===== src/cht_queue.sv =====
module cht_queue #(
    parameter int DW = 8
) (
    input  logic          i_clk,
    input  logic          i_rst_n,
    input  logic          i_push,
    input  logic [DW-1:0] i_data,
    output logic          o_full,
    output logic          o_valid,
    output logic [DW-1:0] o_data,
    input  logic          i_pop
);

    logic [DW-1:0] r_mem [2];
    logic          r_wp, r_rp;
    logic [1:0]    r_cnt;

    always_ff @(posedge i_clk) begin
        if (!i_rst_n) begin
            r_wp  <= 1'b0;
            r_rp  <= 1'b0;
            r_cnt <= '0;
        end else begin
            if (i_push) r_wp <= ~r_wp;
            if (i_pop)  r_rp <= ~r_rp;
            r_cnt <= r_cnt + 2'(i_push) - 2'(i_pop);
        end
        if (i_push) r_mem[r_wp] <= i_data;
    end

    assign o_full  = (r_cnt == 2'd2);
    assign o_valid = (r_cnt != 2'd0);
    assign o_data  = r_mem[r_rp];

endmodule


===== config.mk =====
export PLATFORM = sky130hd
export DESIGN_NAME = cht_queue
export DESIGN_NICKNAME = d
export VERILOG_FILES = /design/src/cht_queue.sv
export SDC_FILE = /design/constraint.sdc
export NUM_CORES = 1
export LEC_CHECK = 0
export ABC_AREA = 1
export ABC_CLOCK_PERIOD_IN_PS = 1600
export BUFFER_PORTS_ARGS = -buffer_cell sky130_fd_sc_hd__buf_4
export CORE_ASPECT_RATIO = 1.1
export CORE_UTILIZATION = 49
export DETAILED_ROUTE_END_ITERATION = 10
export HOLD_SLACK_MARGIN = 0.08
export PLACE_DENSITY_LB_ADDON = 0.1
export SYNTH_ARGS = -nofsm -noshare
export SYNTH_HDL_FRONTEND = slang
export SYNTH_SLANG_ARGS = --single-unit

===== constraint.sdc =====
create_clock -name i_clk -period 1.6 [get_ports i_clk]
set_clock_uncertainty 0.15 [all_clocks]
set_input_delay 0.32 -clock i_clk [delete_from_list [all_inputs] [get_ports i_clk]]
set_output_delay 0.32 -clock i_clk [all_outputs]
set_load 0.05 [all_outputs]

==> impl_metrics.ini <==
[cts]
cts_tree = done
cts_buffers = 3
clock_path_buffers = 2
cts_root_buffer = clkbuf_4
clk_latency_ps = 290
post_cts_buffers = 0
clkTransAtPathRegs_ps = 100
h-tree-depth = 1
cts_sinks = 21

[final_layout]
post_route_cells_drive_above_1_share_pct = 37.6
final_cells = 110
nFillCells = 110
nNetsFinal = 108
post-route-util_pct = 74.8
area_growth_pct = 41.0
final_cell_area_um2 = 1180
diodes = 0

[outcome]
violations = setup timing
status = complete, but fails checks

[setup_path]
r2r-end = r_cnt[1]
reg2reg_from = r_cnt[0]
r2r_cells = 8
crit_fanout = 8
crit_chain = buf_12 -> mux2_4 -> buf_6
path_class = flop to output pin
crit_buf_inv = 2
cp-end-kind = output pin
worst_ep_required_time_ps = 1130
cp_slowest_stage_delay_ps = 350
cp_slowest_cell = dfxtp_2
crit_family = flip-flops
critPathLaunchType = flop
regToRegSetupSlack_ps = 150
worstPathArrival_ps = 1230

[synth]
synth_cell_types = 10
ys_seq_area_share_pct = 69.4
syn_nets = 72
synthCells = 58
syn_area_um2 = 837
ys_seq_elements = 21
yosys_warnings = 0
synth.avg_cell_area_um2 = 14.4

[routing]
vias = 520
drt_iter0_drc = 6
postRouteAntennaNets = 0
avgRoutedWirePerCell_um = 11.9
remaining_drc_errors = 0
postRouteWirelength_mm = 1.31
drt_pass1_iterations = 6
vias_per_cell = 4.73

[global_routing]
grt_max_degree = 12
grt_usage_pct = 15.8
grt_pass1_wl_mm = 2.10
antenna_found_initial = 0
grt_pass1_vias = 488
grt_overflow_total = 0

[place]
io_buffers = 21
dpl_cell_area_um2 = 1030
place_ws_ps = 96.5
dp_hpwl_um = 963
dpl.cell_count = 97
place_congestion = 0.559

[timing]
slew_headroom_pct = 79.6
hold_viol = 0
worst_pin_slew_ps = 306
min_period_over_period_pct = 106
max_clock_freq_ghz = 0.587
period_needed_ps = 1700
layout_setup_ws_ps = -103
maxSlewViolCount = 0
setup_violations = 8
grt_setup_unrepaired = yes

[hold_path]
whs_endpoint = r_rp
hp-class = input port to flop
holdCritStartpoint = i_pop
hold_depth = 3

[power_and_ir_drop]
p_total_mw = 1.19
ir_drop_v = 0.000656
leakagePower_nw = 0.527
p_per_area_nw_per_um2 = 1010

[floorplan]
die_h_um = 45.4
num_rows = 15
die_x_um = 41.4
initial_core_util_pct = 53.1
io_pins = 22
core_um2 = 1580
dieArea_um2 = 1880

[run]
cap_viol_max_count = 0
-- cells by family after synthesis --
kind of cell	after synthesis	synth area share, %
and+or+nand+nor	18	8.22
buffers and inverters	8	4.48
adders and majority gates	2	2.99
muxes	8	14.4
AOI/OAI and AO/OA	1	0.597
DFF	21	69.4
-- registers in the layout, indices dropped and copies added (netlist names), named ones only --
signal,count
r_cnt,2
r_mem,16
r_rp,1
r_wp,1
-- worst register-to-register path: cells and delay by family, from the launching register on --
family	cells	cell delay, ps
buffers and inverters	3	150
adders and majority gates	2	440
AOI/OAI and AO/OA	1	130
DFF	1	350
and+or+nand+nor	2	130
-- cell usage in the layout, fill, tap and decap left out --
master / count
inv_1: 7
buf_12: 1
mux2_4: 8
clkbuf_1: 1
dfxtp_1: 4
a21oi_1: 1
nor2_1: 8
dlygate4sd3_1: 9
nand2_1: 9
edfxtp_1: 16
ha_1: 2
buf_6: 8
dfxtp_2: 1
clkbuf_4: 3
nand3_1: 1
buf_4: 14
-- area by class of cell --
class	count	area, um^2	share of cell area, %
Clock buffer	4	26.3	2.23
Sequential cell	21	582	49.3
Timing Repair Buffer	32	305	25.9
Multi-Input combinational cell	29	219	18.6
Tap cell	17	21.3	1.80
Inverter	7	26.3	2.23
-- power by group --
group	internal, mW	switching [mW]
sequential	0.624	0.0127
combinational	0.135	0.177
clock	0.0970	0.144
-- through the flow --
stage,hold WS [ps],TNS (ps)
6_report,124,-798
5_1_grt,127,-1150
4_1_cts,113,-979
3_5_place_dp,340,0
3_3_place_gp,336,0
2_1_floorplan,263,0
-- synthesized netlist by cell type --
cell type | instances | area (um^2)
dfxtp_1 | 5 | 100
nand2_1 | 9 | 33.8
a21oi_1 | 1 | 5.00
edfxtp_1 | 16 | 480
nand3_1 | 1 | 5.00
inv_1 | 7 | 26.3
mux2_4 | 8 | 120
nor2_1 | 8 | 30.0
buf_6 | 1 | 11.3
ha_1 | 2 | 25.0
-- metal layers --
| metal | global-route usage [%] | up-vias | wire [um] |
|---|---|---|---|
| li1 | - | 265 | - |
| met1 | 18.1 | 240 | 521 |
| met2 | 26.9 | 13 | 736 |
| met3 | 2.40 | 2 | 39 |
| met4 | 12.9 | 0 | 10 |
| met5 | 0 | - | 0 |
-- repair_timing --
item / CTS / global route
hold buffers: 9 / 0
endpoints found under the hold margin: 17 / 0
resized for setup: 9 / 0
pin swaps: 0 / 0
setup endpoints to repair: 8 / 8
gates cloned: 0 / 0
-- worst max-delay path by stage --
stage / end / slack, ps / depth (start not counted)
3_3_place_gp: r_cnt[1] / 160 / 8
4_1_cts: o_data[5] / -130 / 3
3_5_place_dp: r_cnt[1] / 100 / 8
2_1_floorplan: o_full / 120 / 2
6_report: o_data[5] / -100 / 3
5_1_grt: o_data[6] / -150 / 3
Power figures use the tool's default switching activity.
