**src/cht_pkg.sv**
```systemverilog
package cht_pkg;

    localparam int BUCKETS_DEF     = 256;
    localparam int POOL_DEPTH_DEF  = 64;
    localparam int VALUE_WIDTH_DEF = 32;

    localparam int KEY_W  = 64;
    localparam int VAL_W  = 32;
    localparam int CFG_W  = 9;
    localparam int HASH_W = 32;

    localparam int HASH_SH0 = 18;
    localparam int HASH_SH1 = 31;
    localparam int HASH_SH3 = 11;
    localparam int HASH_SH4 = 6;
    localparam int HASH_SH5 = 22;
    localparam logic [2:0] HASH_STEPS = 3'd6;

    localparam logic [1:0] MODE_INSERT = 2'd0;
    localparam logic [1:0] MODE_LOOKUP = 2'd1;
    localparam logic [1:0] MODE_DELETE = 2'd2;
    localparam logic [1:0] MODE_RSVD   = 2'd3;

    localparam logic [2:0] ST_OK         = 3'd0;
    localparam logic [2:0] ST_NOT_FOUND  = 3'd1;
    localparam logic [2:0] ST_DUPLICATE  = 3'd2;
    localparam logic [2:0] ST_POOL_FULL  = 3'd3;
    localparam logic [2:0] ST_ZERO_VALUE = 3'd4;

    typedef struct packed {
        logic [1:0]       mode;
        logic [KEY_W-1:0] key;
        logic [VAL_W-1:0] value;
    } t_req;

    typedef struct packed {
        logic [VAL_W-1:0] value_out;
        logic [2:0]       status;
    } t_rsp;

    // one round of the 64-to-32 shift hash
    function automatic logic [KEY_W-1:0] hash_step(input logic [KEY_W-1:0] k,
                                                  input logic [2:0] step);
        logic [KEY_W-1:0] r;
        case (step)
            3'd0:    r = (~k) + (k << HASH_SH0);
            3'd1:    r = k ^ (k >> HASH_SH1);
            3'd2:    r = k + (k << 2) + (k << 4);  // times 21
            3'd3:    r = k ^ (k >> HASH_SH3);
            3'd4:    r = k + (k << HASH_SH4);
            3'd5:    r = k ^ (k >> HASH_SH5);
            default: r = k;
        endcase
        return r;
    endfunction

endpackage

```
**src/cht_front.sv**
```systemverilog
module cht_front import cht_pkg::*; #(
    parameter int BUCKETS = BUCKETS_DEF,
    localparam int BW  = (BUCKETS > 1) ? $clog2(BUCKETS) : 1,
    localparam int BCW = $clog2(BUCKETS + 1)
) (
    input  logic             i_clk,
    input  logic             i_rst_n,
    input  logic             i_cfg_we,
    input  logic [CFG_W-1:0] i_cfg_wdata,
    input  logic             i_start,
    input  t_req             i_req,
    output logic             o_busy,
    output logic             o_push,
    output t_req             o_req,
    output logic [BW-1:0]    o_bucket,
    input  logic             i_full
);

    typedef enum logic [1:0] {F_IDLE, F_HASH, F_MOD, F_PUSH} t_fstate;

    t_fstate          r_state, n_state;
    logic [2:0]       r_step, n_step;
    logic [3:0]       r_cnt, n_cnt;
    logic [KEY_W-1:0] r_h, n_h;
    logic [BCW-1:0]   r_rem, n_rem;
    logic [BCW-1:0]   r_bc;
    t_req             r_req, n_req;
    logic [BCW:0]     t;
    logic [BCW-1:0]   rem;

    always_ff @(posedge i_clk) begin
        if (!i_rst_n) begin
            r_bc <= BCW'(BUCKETS);
        end else if (i_cfg_we) begin
            if (i_cfg_wdata == '0) r_bc <= BCW'(1);
            else if (32'(i_cfg_wdata) > BUCKETS) r_bc <= BCW'(BUCKETS);
            else r_bc <= BCW'(i_cfg_wdata);
        end
    end

    always_comb begin
        n_state = r_state;
        n_step  = r_step;
        n_cnt   = r_cnt;
        n_h     = r_h;
        n_rem   = r_rem;
        n_req   = r_req;
        rem     = r_rem;
        t       = '0;
        case (r_state)
            F_IDLE: begin
                if (i_start) begin
                    n_req   = i_req;
                    n_h     = i_req.key;
                    n_step  = '0;
                    n_state = F_HASH;
                end
            end
            F_HASH: begin
                n_h    = hash_step(r_h, r_step);
                n_step = r_step + 3'd1;
                if (n_step == HASH_STEPS) begin
                    n_h     = {n_h[HASH_W-1:0], {(KEY_W-HASH_W){1'b0}}};
                    n_rem   = '0;
                    n_cnt   = '0;
                    n_state = F_MOD;
                end
            end
            F_MOD: begin
                // restoring remainder, two hash bits a cycle, MSB first
                for (int i = 0; i < 2; i++) begin
                    t = {rem, r_h[KEY_W-1-i]};
                    if (t >= {1'b0, r_bc}) t = t - {1'b0, r_bc};
                    rem = t[BCW-1:0];
                end
                n_rem = rem;
                n_h   = r_h << 2;
                n_cnt = r_cnt + 4'd1;
                if (r_cnt == 4'd15) n_state = F_PUSH;
            end
            F_PUSH: begin
                if (!i_full) n_state = F_IDLE;
            end
            default: n_state = F_IDLE;
        endcase
    end

    always_ff @(posedge i_clk) begin
        if (!i_rst_n) begin
            r_state <= F_IDLE;
        end else begin
            r_state <= n_state;
        end
        r_step <= n_step;
        r_cnt  <= n_cnt;
        r_h    <= n_h;
        r_rem  <= n_rem;
        r_req  <= n_req;
    end

    assign o_busy   = (r_state != F_IDLE);
    assign o_push   = (r_state == F_PUSH) && !i_full;
    assign o_req    = r_req;
    assign o_bucket = BW'(r_rem);

endmodule

```
**config.mk**
```make
export PLATFORM = sky130hd
export DESIGN_NAME = cht_front
export DESIGN_NICKNAME = d
export VERILOG_FILES = /design/src/cht_pkg.sv /design/src/cht_front.sv
export SDC_FILE = /design/constraint.sdc
export NUM_CORES = 1
export LEC_CHECK = 0
export BUFFER_PORTS_ARGS = -buffer_cell sky130_fd_sc_hd__buf_4
export CORE_MARGIN = 4
export CORE_UTILIZATION = 28
export CTS_CLUSTER_SIZE = 16
export DETAILED_ROUTE_END_ITERATION = 8
export HOLD_SLACK_MARGIN = 0.02
export PLACE_DENSITY = 0.42
export SLEW_MARGIN = 20
export SYNTH_ARGS = -nofsm -noshare
export SYNTH_HDL_FRONTEND = slang
export SYNTH_SLANG_ARGS = --single-unit
```
**constraint.sdc**
```tcl
create_clock -name i_clk -period 4.6 [get_ports i_clk]
set_input_delay 0 -clock i_clk [delete_from_list [all_inputs] [get_ports i_clk]]
set_output_delay 0 -clock i_clk [all_outputs]
set_load 0.02 [all_outputs]
```
==> results of run 1 <==
-- final cells by class --
class / count / area, sq um / area share (%)
Sequential cell: 189 / 5570 / 19.3
Antenna cell: 2 / 5.00 / 0.0174
Tap cell: 1060 / 1330 / 4.60
Clock buffer: 18 / 429 / 1.49
Multi-Input combinational cell: 2250 / 16100 / 56.0
Inverter: 121 / 454 / 1.57
Clock inverter: 14 / 150 / 0.521
Timing Repair Buffer: 587 / 4770 / 16.5
-- synthesized netlist by cell type (6+ instances only) --
master,count
a21oi_1,292
nand2_1,245
nor2_1,221
ha_1,194
edfxtp_1,178
o21ai_0,171
clkbuf_1,164
xor2_1,122
inv_1,120
xnor2_1,101
a21o_1,78
a221oi_1,65
fa_1,64
nand4_1,60
nand3_1,43
o22ai_1,42
o211ai_1,40
mux2i_1,35
nor3_1,35
a31oi_1,34
o21a_1,33
nand2b_1,31
nor2b_1,31
o21bai_1,29
and2_1,25
a211oi_1,23
o221ai_1,22
o31ai_1,19
a221o_1,18
or3_1,14
and3_1,13
dfxtp_1,11
a311oi_1,10
buf_1,9
buf_4,9
a21boi_0,8
o211a_1,7
a211o_1,6
and4_1,6
or2_2,6
-- logic make-up after synthesis --
| kind of cell | synth area share [%] |
|---|---|
| AO/OA/AOI/OAI | 28.4 |
| AND/OR/NAND/NOR | 15.2 |
| buffers and inverters | 5.52 |
| adder cells (fa/ha/maj) | 16.3 |
| XOR/XNOR | 8.57 |
| flip-flops | 24.4 |
| multiplexers | 1.64 |
-- sequential cells by signal, summed over array words and instances (netlist names) --
signal	cells
r_rem	9
r_bc	9
r_step	3
r_cnt	4
r_state	2
o_req	98
r_h	64
-- routing by layer --
layer  vias up  GRT usage, %
met1     12100          35.8
met3       282          3.95
li1      11100             -
met5         -             0
met2      1183          42.8
met4         2          12.6
-- critical path, cell delays in order, from the launching register on --
cell and delay (ns):
edfxtp_1 0.53, fa_1 0.52, ha_1 0.35, buf_4 0.17, a21oi_1 0.15, o21a_1 0.17
o221ai_1 0.21, o31ai_2 0.45, nand2b_1 0.12, a21oi_1 0.18, xor2_1 0.33, o21ai_0 0.27
buf_4 0.23, a221oi_2 0.42, o22ai_1 0.15
-- cells in the final DEF, fill, tap and decap left out, types with 42 or more instances in the layout --
master	synthesis	layout
a21o_1	78	77
a21oi_1	292	287
a221oi_1	65	62
buf_4	9	458
dlygate4sd3_1	0	123
edfxtp_1	178	178
fa_1	64	63
ha_1	194	188
inv_1	120	119
nand2_1	245	245
nand3_1	43	43
nand4_1	60	60
nor2_1	221	218
o21ai_0	171	164
o22ai_1	42	42
xnor2_1	101	101
xor2_1	122	122
-- repair_timing --
action | 4_1_cts | 5_1_grt
setup endpoints to repair | 13 | 25
resized for setup | 6 | 33
hold buffers | 123 | 0
pin swaps | 0 | 7
setup buffers | 0 | 17
hold endpoints to repair | 164 | 0
-- metrics by stage --
step	hold WS [ns]	cells
2_1_floorplan	0.0781	2752
4_1_cts	0.0677	4222
3_5_place_dp	0.179	4067
3_3_place_gp	0.179	4067
6_report	0.107	4241
5_1_grt	0.143	4239
-- path summary, 6_finish.rpt --
path	startpoint	to	slack [ns]	cells past startpoint
worst max-delay path	r_h[6]	r_h[55]	0.08	14
worst min-delay path	i_start	r_state[0]	0.11	5
worst max register to register	r_h[6]	r_h[55]	0.08	14
worst min register to register	r_state[1]	r_state[1]	0.58	2
==> key figures, run 1 <==
Clock tree
  – TritonCTS clock tree: yes
  – # clock sinks: 189
  – Root buf cell: clkbuf_16
  – Clock Latency Late Sink: 0.52 ns
  – # H-tree levels: 4
  – Cts bufs inserted: 17
  – Clk buf depth: 2
  – Clk slew on worst S/H paths: 0.08 ns

Floorplan
  – I/O pin count: 220
  – Die area: 0.0860 sq mm
  – CORE AREA: 0.0805 sq mm
  – Chip height: 293 um
  – Starting density of the core: 28.3%
  – Rows: 104
  – Overall die width: 293 um

Setup path
  – Worst Setup Start Kind: flip-flop
  – Critical path arrival: 4.77 ns
  – Critical path class: flip-flop to flip-flop
  – Crit. End Element: flip-flop
  – Worst Path Required: 4.86 ns
  – Crit Path Max Fanout: 5

Routing
  – DRC: 0
  – Wire length on met2: 53900 um
  – WL met3: 8700 um
  – DR vias/cell: 5.80
  – Wire per inst: 28.3 um
  – Detailed Route Iter0 Violations: 2961
  – Vias: 24600
  – Met1 wire length: 50500 um
  – Uppermost layer routed: met5
  – Detail Route Antenna Nets: 0
  – Drt pass-1 iters: 9
  – Final wirelength: 120000 um

Placed design
  – Setup WS pre-CTS: -0.285 ns
  – Port buffer count: 219
  – Post-detail-place hpwl: 95600 um
  – Gpl congestion: 0.988
  – Dpl cell area: 0.0268 sq mm

Synthesis
  – Flops & latches, synth: 189
  – Dominant cell type by area after synthesis: edfxtp_1
  – Post-synthesis sequential area ratio: 24.4%
  – Synthesized cell area: 0.0228 sq mm
  – Synth top area cells: edfxtp_1 (23%), ha_1 (11%), a21oi_1 (6.4%)
  – Post-synth top area share: 23.5%
  – Syn nets: 3122
  – Yosys cell types: 91
  – Cells after Synth: 2752
  – Synth warn: 0
  – Synthesized area per cell: 8.28 sq um
  – Synth Flop Type: edfxtp_1
  – Ys async rst share: 0%
  – Post-synth EDFFs: 178

Final layout
  – Final core occ: 35.8%
  – Area grow syn2layout: 26.6%
  – Nets: 3536
  – Share of layout cells above drive strength 1: 17.6%
  – Final non-filler cell area: 0.0288 sq mm
  – Fill cells: 8368

Global route
  – Vias in the first global route: 24000
  – GRT Total Usage: 26.8%
  – Total global routing overflow: 0
  – First-pass GRT wire length: 169000 um
  – Pin count of the biggest net entering global routing: 73
  – Initial antenna violation count: 2

Timing
  – Slew Limit Headroom: 18.6%
  – Max Clk Rate: 221 MHz
  – Skew final: 0.0178 ns
  – Unrepaired setup endpoints after global routing: yes
  – Min cycle time layout: 4.52 ns
  – Final worst slack: 0.0845 ns
  – Period utilization: 98.2%
  – Setup tns final: 0 ns
  – Fin. max-slew vios: 0
  – Setup-failing EPs final: 0
  – Worst slew pin tran: 1.21 ns
  – Final hold vios: 0

Flow run
  – Max capacitance violation total: 0

Run status
  – Status: finished, final reports clean

Hold path
  – HP Class: input pin to flip-flop
Power of run 1 is not shown: default switching activity piles up to over one toggle a cycle in this logic, so the estimate is an artifact.
==> inputs of run 2 (changes only) <==
REMOVE_ABC_BUFFERS = 1   (was unset)
==> run 2 against run 1 <==
Setup slack got worse by 0.047 ns. Via count up 0.95%. Sequential cell count is the same. Critical path depth decreased by 1. Design area is 1.1% higher. Critical endpoint is now r_h[58].
==> key figures, run 2 (same netlist as run 1, synthesis figures left out) <==
Run status
  – Status: finished, final reports clean

Placed design
  – Port buffer count: 219 (unchanged)
  – Gpl congestion: 1.01 (+2.1%)
  – Placed insts: 4089 (+0.54%)
  – Post-detail-place hpwl: 97200 um (+1.6%)

Routing
  – Vias: 24900 (+0.95%)
  – Wire per inst: 28.7 um (+1.7%)
  – Detailed Route Iter0 Violations: 2822 (-4.7%)
  – DR vias/cell: 5.83 (+0.47%)
  – Drt pass-1 iters: 8 (-1)
  – Final wirelength: 122000 um (+2.2%)
  – Detail Route Antenna Nets: 0 (unchanged)
  – DRC: 0 (unchanged)

Final layout
  – Nets: 3556 (+0.57%)
  – FF+latch area: 0.00557 sq mm (unchanged)
  – Commonest non-fill, non-tap cells in the layout: buf_4 (475), a21oi_1 (283), nand2_1 (245)
  – Non-Filler Instances: 4261 (+0.47%)
  – Share of layout cells above drive strength 1: 18.3% (+0.70 points)
  – Largest register FFs: 98 (unchanged)
  – Commonest non-fill, non-tap cell in the layout: buf_4
  – Area of the multi-input gates: 0.0162 sq mm (+0.31%)
  – Area grow syn2layout: 28.0%
  – Fill cells: 8378 (+0.12%)

Hold path
  – Hold EP: r_state[0]
  – HP Class: input pin to flip-flop
  – Min-Delay Path Depth: 5 (unchanged)
  – Hold_sp: i_start

Floorplan
  – Rows: 104 (unchanged)
  – Overall die width: 293 um (unchanged)
  – CORE AREA: 0.0805 sq mm (unchanged)
  – Die area: 0.0860 sq mm (unchanged)
  – I/O pin count: 220 (unchanged)
  – Starting density of the core: 28.3% (unchanged)
  – Chip height: 293 um (unchanged)

Timing
  – Min cycle time layout: 4.56 ns (+0.0473 ns)
  – Unrepaired setup endpoints after global routing: yes
  – Final hold vios: 0 (unchanged)
  – Max Clk Rate: 219 MHz (-1.0%)
  – Period utilization: 99.2% (+1.0 points)
  – Worst slew pin tran: 1.17 ns (-0.0406 ns)
  – Skew final: 0.0241 ns (+0.00625 ns)
  – Setup-failing EPs final: 0 (unchanged)
  – Fin. max-slew vios: 0 (unchanged)
  – Slew Limit Headroom: 21.9% (+3.3 points)

Clock tree
  – Clk slew on worst S/H paths: 0.10 ns (+0.02 ns)
  – # H-tree levels: 4 (unchanged)
  – Clk buf depth: 2 (unchanged)
  – TritonCTS clock tree: yes
  – # clock sinks: 189 (unchanged)
  – Clock Latency Late Sink: 0.53 ns (about the same)
  – Cts bufs inserted: 17 (unchanged)
  – Root buf cell: clkbuf_16

Global route
  – Pin count of the biggest net entering global routing: 103 (+41%)
  – First-pass GRT wire length: 173000 um (+2.0%)
  – GRT Total Usage: 27.4% (+0.61 points)
  – Initial antenna violation count: 2 (unchanged)
  – Total global routing overflow: 0 (unchanged)
  – Vias in the first global route: 24300 (+1.4%)

Setup path
  – Critical path class: flip-flop to flip-flop
  – Critical path arrival: 4.84 ns (+0.07 ns)
  – Worst Path Required: 4.87 ns (about the same)
  – Critical path, cell by cell: fa_1, ha_1, nand3_1, o21bai_1, a31oi_2, o21ai_1, o311ai_1, xor2_1, a221oi_2, a21oi_1, a221o_1, a2111oi_1, nor2_1
  – CP max stage cell: edfxtp_1
  – Delay-heaviest family, CP: compound AO/OA/AOI/OAI gates
  – Crit path buffers/inverters: 0 (-2)
  – CP max stage delay: 0.52 ns (about the same)
  – R2R Setup Slk: 0.04 ns (-0.05 ns)
  – Worst flop-to-flop path startpoint: r_h[10]
  – Reg2reg end: r_h[58]
  – Worst Setup Start Kind: flip-flop
  – R2R cell count: 13 (-1)
  – Crit Path Max Fanout: 7 (+2)
  – Crit. End Element: flip-flop

Flow run
  – Max capacitance violation total: 0 (unchanged)
run 2: cell count changes in the layout (fill, tap and decap cells not counted), sizes merged:
cell      previous run  this run
clkinvlp             1         0
inv                127       130
clkinv               7         6
buf                464       484
clkbuf              18        17
run 2: cell type report:
class / instances / area share, %
tap: 1060 / 4.55
clock buffer: 17 / 1.46
antenna: 2 / 0.0172
inverter: 121 / 1.56
timing repair buffer: 607 / 17.0
clock inverter: 15 / 0.781
multi-input combinational: 2250 / 55.5
sequential: 189 / 19.1
run 2: how the worst max path moves through the flow:
stage          endpoint  slack, ns       from  cells past startpoint
3_5_place_dp    r_h[60]      -0.09     r_h[4]                     16
3_3_place_gp    r_h[60]      -0.16     r_h[4]                     16
4_1_cts         r_h[58]       0.01    r_h[10]                     13
5_1_grt         r_h[58]      -0.18    r_h[12]                     13
6_report        r_h[58]       0.04    r_h[10]                     13
2_1_floorplan   r_h[53]      -0.99  r_step[2]                      7
run 2: worst reg2reg max path: stages (launching register included):
cell,delay [ns]
edfxtp_1,0.52
fa_1,0.50
ha_1,0.43
nand3_1,0.22
o21bai_1,0.24
a31oi_2,0.25
o21ai_1,0.18
o311ai_1,0.35
xor2_1,0.21
a221oi_2,0.37
a21oi_1,0.17
a221o_1,0.42
a2111oi_1,0.38
nor2_1,0.10
run 2: metrics by stage:
step	utilization, %	setup slack (ns)	setup TNS, ns	area [sq um]	hold WS [ns]
after global routing	36.2	-0.182	-0.532	29200	0.109
after floorplan	-	-0.993	-20.53	22000	0.0762
after CTS	35.8	0.0121	0	28900	0.0531
final	36.2	0.0371	0	29200	0.0753
after detailed placement	33.5	-0.0889	-0.123	27000	0.179
after global placement	33.5	-0.159	-0.159	27000	0.180
run 2: layer usage:
layer | up-vias | global-route usage (%) | share of wire [%]
met5 | - | 0 | 0.011
met4 | 2 | 15.6 | 7.0
met1 | 12100 | 35.2 | 41
met2 | 1290 | 43.7 | 45
li1 | 11100 | - | -
met3 | 314 | 4.67 | 7.5
run 2: timing repair:
| action | CTS | global route |
|---|---|---|
| pin swaps | 0 | 12 |
| resized for setup | 4 | 41 |
| endpoints found under the setup margin | 5 | 29 |
| hold endpoints to repair | 163 | 0 |
| hold buffers | 123 | 0 |
| buffers inserted | 0 | 15 |
Power of run 2 is left out for the same reason.
